--- src/rtl/core/isa_pkg.sv ---
package isa_pkg;

  localparam int INDEX_W    = 5;
  localparam int VALUE_W    = 32;
  localparam int COUNT_W    = 5;
  localparam int STATUS_W   = 2;
  localparam int CAPACITY_D = 16;

  typedef enum logic [1:0] {
    MODE_READ   = 2'd0,
    MODE_WRITE  = 2'd1,
    MODE_INSERT = 2'd2,
    MODE_REMOVE = 2'd3
  } mode_t;

  typedef enum logic [STATUS_W-1:0] {
    ST_OK    = 2'd0,
    ST_RANGE = 2'd1,
    ST_FULL  = 2'd2
  } status_t;

  // Broadcast to every cell of the chain in the cycle of a transfer.
  typedef struct packed {
    logic               ins;
    logic               rem;
    logic               wr;
    logic [INDEX_W-1:0] index;
    logic [VALUE_W-1:0] value;
  } cell_op_t;

endpackage

--- src/rtl/core/isa_cell.sv ---
module isa_cell #(
  parameter int POS = 0
) (
  input  logic                        clk,
  input  isa_pkg::cell_op_t           op,
  input  logic [isa_pkg::VALUE_W-1:0] left,
  input  logic [isa_pkg::VALUE_W-1:0] right,
  output logic [isa_pkg::VALUE_W-1:0] word
);

  logic                        at_idx;
  logic                        above_idx;
  logic [isa_pkg::VALUE_W-1:0] word_next;

  assign at_idx    = (32'(op.index) == 32'(POS));
  assign above_idx = (32'(op.index) <  32'(POS));

  always_comb begin
    word_next = word;
    if (op.ins) begin
      if (above_idx) begin
        word_next = left;
      end else if (at_idx) begin
        word_next = op.value;
      end
    end else if (op.rem) begin
      // everything from the removed slot upward takes its upper neighbor
      if (above_idx || at_idx) begin
        word_next = right;
      end
    end else if (op.wr && at_idx) begin
      word_next = op.value;
    end
  end

  always_ff @(posedge clk) begin
    word <= word_next;
  end

endmodule

--- src/rtl/core/indexed_shift_array_unit.sv ---
// A request accepted at one edge has its result registered and valid after that edge.
// Throughput: one request per cycle; every cell of the chain shifts or loads in parallel,
// and the single output register frees as soon as its result is taken.
// Reset (rst, synchronous): the store is empty and no result is pending;
// the cell words are not cleared and are never read before being written.
module indexed_shift_array_unit #(
  parameter int CAPACITY = isa_pkg::CAPACITY_D
) (
  input  logic                         clk,
  input  logic                         rst,
  input  logic                         in_valid,
  output logic                         in_ready,
  input  logic [1:0]                   mode,
  input  logic [isa_pkg::INDEX_W-1:0]  index,
  input  logic [isa_pkg::VALUE_W-1:0]  value,
  output logic                         out_valid,
  input  logic                         out_ready,
  output logic [isa_pkg::VALUE_W-1:0]  read_data,
  output logic [isa_pkg::COUNT_W-1:0]  count,
  output logic                         is_empty,
  output logic [isa_pkg::STATUS_W-1:0] status
);

  localparam int CNT_W  = $clog2(CAPACITY + 1);
  localparam int ADDR_W = $clog2(CAPACITY);
  localparam int CMP_W  = (CNT_W > isa_pkg::INDEX_W) ? CNT_W : isa_pkg::INDEX_W;

  logic [CNT_W-1:0]            live_count;
  logic [CNT_W-1:0]            live_count_next;
  logic [CMP_W-1:0]            idx_c;
  logic [CMP_W-1:0]            cnt_c;
  logic                        full;
  logic                        in_xfer;
  logic [ADDR_W-1:0]           rd_addr;
  isa_pkg::status_t            st_next;
  isa_pkg::cell_op_t           op;
  logic [isa_pkg::VALUE_W-1:0] rdata_next;
  logic [isa_pkg::VALUE_W-1:0] words [CAPACITY];

  assign in_ready = !out_valid || out_ready;
  assign in_xfer  = in_valid && in_ready;
  assign idx_c    = CMP_W'(index);
  assign cnt_c    = CMP_W'(live_count);
  assign full     = (live_count == CNT_W'(CAPACITY));
  assign rd_addr  = ADDR_W'(index);

  always_comb begin
    st_next         = isa_pkg::ST_OK;
    live_count_next = live_count;
    rdata_next      = '0;
    op.ins          = 1'b0;
    op.rem          = 1'b0;
    op.wr           = 1'b0;
    op.index        = index;
    op.value        = value;
    unique case (isa_pkg::mode_t'(mode))
      isa_pkg::MODE_INSERT: begin
        if (idx_c > cnt_c) begin
          st_next = isa_pkg::ST_RANGE;
        end else if (full) begin
          st_next = isa_pkg::ST_FULL;
        end else begin
          op.ins          = in_xfer;
          live_count_next = live_count + CNT_W'(1);
        end
      end
      isa_pkg::MODE_READ: begin
        if (idx_c >= cnt_c) begin
          st_next = isa_pkg::ST_RANGE;
        end else begin
          rdata_next = words[rd_addr];
        end
      end
      isa_pkg::MODE_WRITE: begin
        if (idx_c >= cnt_c) begin
          st_next = isa_pkg::ST_RANGE;
        end else begin
          op.wr = in_xfer;
        end
      end
      isa_pkg::MODE_REMOVE: begin
        if (idx_c >= cnt_c) begin
          st_next = isa_pkg::ST_RANGE;
        end else begin
          op.rem          = in_xfer;
          live_count_next = live_count - CNT_W'(1);
        end
      end
      default: st_next = isa_pkg::ST_RANGE;
    endcase
  end

  // The chain: each cell sees its lower and upper neighbor.
  for (genvar k = 0; k < CAPACITY; k++) begin : g_cell
    logic [isa_pkg::VALUE_W-1:0] left_w;
    logic [isa_pkg::VALUE_W-1:0] right_w;
    if (k == 0) begin : g_first
      assign left_w = '0;
    end else begin : g_mid_l
      assign left_w = words[k-1];
    end
    if (k == CAPACITY - 1) begin : g_last
      assign right_w = words[k];
    end else begin : g_mid_r
      assign right_w = words[k+1];
    end
    isa_cell #(.POS(k)) u_cell (
      .clk   (clk),
      .op    (op),
      .left  (left_w),
      .right (right_w),
      .word  (words[k])
    );
  end

  always_ff @(posedge clk) begin
    if (rst) begin
      live_count <= '0;
      out_valid  <= 1'b0;
    end else begin
      if (in_xfer) begin
        live_count <= live_count_next;
        out_valid  <= 1'b1;
      end else if (out_ready) begin
        out_valid <= 1'b0;
      end
    end
  end

  always_ff @(posedge clk) begin
    if (in_xfer) begin
      read_data <= rdata_next;
      count     <= isa_pkg::COUNT_W'(live_count_next);
      is_empty  <= (live_count_next == '0);
      status    <= st_next;
    end
  end

endmodule

--- config.mk ---
export PLATFORM = sky130hd
export DESIGN_NAME = indexed_shift_array_unit
export DESIGN_NICKNAME = d
export VERILOG_FILES = /design/src/rtl/core/isa_pkg.sv /design/src/rtl/core/isa_cell.sv /design/src/rtl/core/indexed_shift_array_unit.sv
export SDC_FILE = /design/constraint.sdc
export NUM_CORES = 2
export LEC_CHECK = 0
export BUFFER_PORTS_ARGS = -buffer_cell sky130_fd_sc_hd__clkbuf_2
export CELL_PAD_IN_SITES_DETAIL_PLACEMENT = 1
export CELL_PAD_IN_SITES_GLOBAL_PLACEMENT = 1
export CORE_MARGIN = 2
export CORE_UTILIZATION = 35
export DETAILED_ROUTE_END_ITERATION = 8
export PLACE_DENSITY = 0.63
export SYNTH_ARGS = -nofsm -noshare
export SYNTH_HDL_FRONTEND = slang
export SYNTH_SLANG_ARGS = --single-unit
--- constraint.sdc ---
create_clock -name clk -period 21.2 [get_ports clk]
set_clock_uncertainty 0.2 [all_clocks]
set_input_delay 6.36 -clock clk [delete_from_list [all_inputs] [get_ports clk]]
set_output_delay 6.36 -clock clk [all_outputs]
set_load 0.01 [all_outputs]
==> impl_metrics.py <==
metrics = {
    "outcome": {
        "outcome": "finished clean",
    },
    "worst_setup_path": {
        "start_kind": "primary input",
        "r2r_slack_ns": 16.16,
        "cp-end-kind": "output pin",
        "worst_ep_arrival_time_ns": 6.75,
        "rr_endpoint": "g_cell[7].u_cell.word[21]$_DFFE_PP_",
        "ff2ff_path_depth": 10,
        "required_ns": 14.64,
        "r2r-start": "cnt_c[4]$_SDFFE_PP0P_",
        "critPathMaxFanout": 3,
        "crit_type": "primary input to output pin",
    },
    "routing": {
        "vias": 21794,
        "drt_iter0_drc": 2650,
        "wl_per_cell_um": 31.56,
        "firstDrtPassIters": 5,
        "via_per_inst": 6.640,
        "final_antenna_net_count": 0,
        "totalWireLength_mm": 103.6,
        "drc": 0,
    },
    "clock_tree": {
        "cts_resized": 0,
        "numCtsBuffers": 61,
        "h-tree-depth": 2,
        "cts.sinks": 558,
        "cts_hold_buf": 0,
        "insertion_delay_ns": 0.64,
        "cts_tree": "done",
        "post_cts_buffers": 0,
        "cts_buffer_depth": 3,
        "clk_pin_slew_ns": 0.06,
        "clockRootBuffer": "clkbuf_16",
    },
    "placed_design": {
        "io_buffers": 84,
        "gp_congestion": 0.7932,
        "dp_hpwl_mm": 55.95,
        "placed_cell_area_um2": 30910,
    },
    "final_layout": {
        "multiInputGateArea_um2": 11930,
        "seq_area_um2": 16700,
        "area_growth_pct": 12.06,
        "num-nets-final": 2204,
        "layout_common_cells": "edfxtp_1, o21ai_0, a22oi_1",
        "fillCellCount": 8469,
        "fin_area_um2": 32990,
        "final_common_cell": "edfxtp_1",
        "drive_gt1_frac": 0.2117,
    },
    "grt": {
        "grt_antenna_before_repair": 2,
        "overflow": 0,
        "track_usage": 0.2369,
        "grt_max_degree": 145,
        "grt_first_pass_wirelength_mm": 153.3,
        "first_global_vias": 21913,
    },
    "die": {
        "dieHeight_um": 294.0,
        "start_util": 0.3529,
        "dieArea_um2": 86450,
        "rows": 106,
        "coreArea_um2": 83420,
        "die_w_um": 294.0,
        "io-pin-count": 85,
    },
    "power_and_ir_drop": {
        "p_leak_nw": 10.22,
        "powerDensity_nw_per_um2": 78.37,
        "irDropWorstVdd_mv": 0.06653,
    },
    "sta": {
        "maxSlewViolCount": 0,
        "min_period_ns": 13.31,
        "rsz0062_at_grt": "no",
        "final.setup.tns_ns": 0,
        "hold_violations": 0,
        "slew_headroom": 0.1613,
        "setup_viol": 0,
        "tightest_slew_ns": 1.252,
        "fmax_mhz": 75.11,
        "post-route-period-util": 0.6280,
    },
    "synth": {
        "synthArstFlopShare": 0,
        "synth_flop_cell": "edfxtp_1",
        "syn_area_um2": 29440,
        "yosysUniqueCellTypes": 67,
        "syn_area_per_cell_um2": 13.47,
        "synth.net_count": 2236,
        "yosys_warnings": 0,
        "ys_seq_area_frac": 0.5671,
        "ys_ff_latch": 558,
        "synth-edff-count": 552,
        "syn_inst": 2185,
    },
    "run": {
        "maxCapViolCount": 0,
    },
    "min_path": {
        "hold_depth": 2,
        "min_delay_worst_endpoint": "out_valid$_SDFFE_PP0P_",
        "min_path_type": "flip-flop to flip-flop",
        "hp-start": "out_valid$_SDFFE_PP0P_",
    },
}
## worst max path at each step
stage | from | endpoint | slack [ns] | cells after the start
floorplan | index[0] | g_cell[6].u_cell.word[0]$_DFFE_PP_ | 6.86 | 11
global placement | out_ready | in_ready | 7.86 | 3
detailed placement | out_ready | in_ready | 7.88 | 3
CTS | out_ready | in_ready | 7.88 | 3
global route | out_ready | in_ready | 7.86 | 3
finish | out_ready | in_ready | 7.89 | 3
## flip-flops by register name (all words and copies together) (netlist names)
signal,flops
is_empty,1
count,5
cnt_c,5
g_cell.u_cell.word,512
status,2
out_valid,1
read_data,32
## power breakdown
| group | leakage, nW | internal (mW) | switching (mW) |
|---|---|---|---|
| combinational | 4.15 | 0.0818 | 0.127 |
| clock | 1.01 | 0.671 | 0.467 |
| sequential | 5.06 | 1.23 | 0.00696 |
| total | 10.2 | 1.98 | 0.601 |
## cell families after synthesis
logic type / after synthesis / share of synthesized area
muxes: 193 / 0.1350
DFF: 558 / 0.5671
AOI/OAI and AO/OA: 916 / 0.2100
and+or+nand+nor: 263 / 0.04968
buffers and inverters: 247 / 0.03472
adders and majority gates: 8 / 0.003400
## synthesized netlist by cell type (all sizes together), types with 4 or more instances
cell type | number | area (µm²)
ha | 8 | 100.1
clkbuf | 149 | 560.5
dfxtp | 6 | 120.1
and3 | 5 | 31.28
nand2 | 106 | 397.9
a22o | 64 | 560.5
nor3 | 15 | 75.07
a2111oi | 6 | 60.05
o21ai | 360 | 1805
buf | 89 | 427.9
nand4 | 5 | 31.28
a21oi | 15 | 82.58
nor2b | 34 | 212.7
nand3 | 5 | 37.54
a21o | 67 | 504.2
a32oi | 32 | 280.3
nor4 | 12 | 186.4
and2 | 39 | 244.0
a221o | 32 | 320.3
a22oi | 320 | 2402
edfxtp | 552 | 16580
inv | 9 | 33.78
mux2 | 33 | 371.6
or3 | 5 | 31.28
mux4 | 160 | 3603
a211oi | 4 | 30.03
nor2 | 23 | 86.33
## stage by stage
stage / hold WS (ns) / utilization / cells / power [mW] / setup slack [ns]
floorplan: 0.2932 / - / 2185 / 1.400 / 6.860
finish: 0.3419 / 0.3954 / 3282 / 2.585 / 7.887
CTS: 0.3542 / 0.3954 / 3281 / 2.608 / 7.877
global route: 0.3916 / 0.3954 / 3281 / 2.662 / 7.861
global placement: 0.3370 / 0.3705 / 3170 / 1.462 / 7.860
detailed placement: 0.3458 / 0.3705 / 3170 / 1.471 / 7.877
## final cells by class
type | instances | share of cell area
well taps | 1080 | 0.04096
diodes | 1 | 0.00007586
clock inverters | 35 | 0.01415
clock buffers | 76 | 0.04893
inverters | 9 | 0.001024
multi-input cells | 1380 | 0.3616
repair buffers | 143 | 0.02712
flip-flops and latches | 558 | 0.5061
## critical path, stage by stage
cell	delay [ns]
clkbuf_2	0.08
nand2b_1	0.17
clkbuf_2	0.14
## layer usage
layer	track usage	share of wire	vias to the layer above
met3	0.03512	0.078	155
met4	0.06135	0.025	0
met2	0.3879	0.48	1063
met1	0.3295	0.42	11605
li1	-	-	8971
met5	0	0	-
No activity file was read; power rests on OpenSTA's default activity.
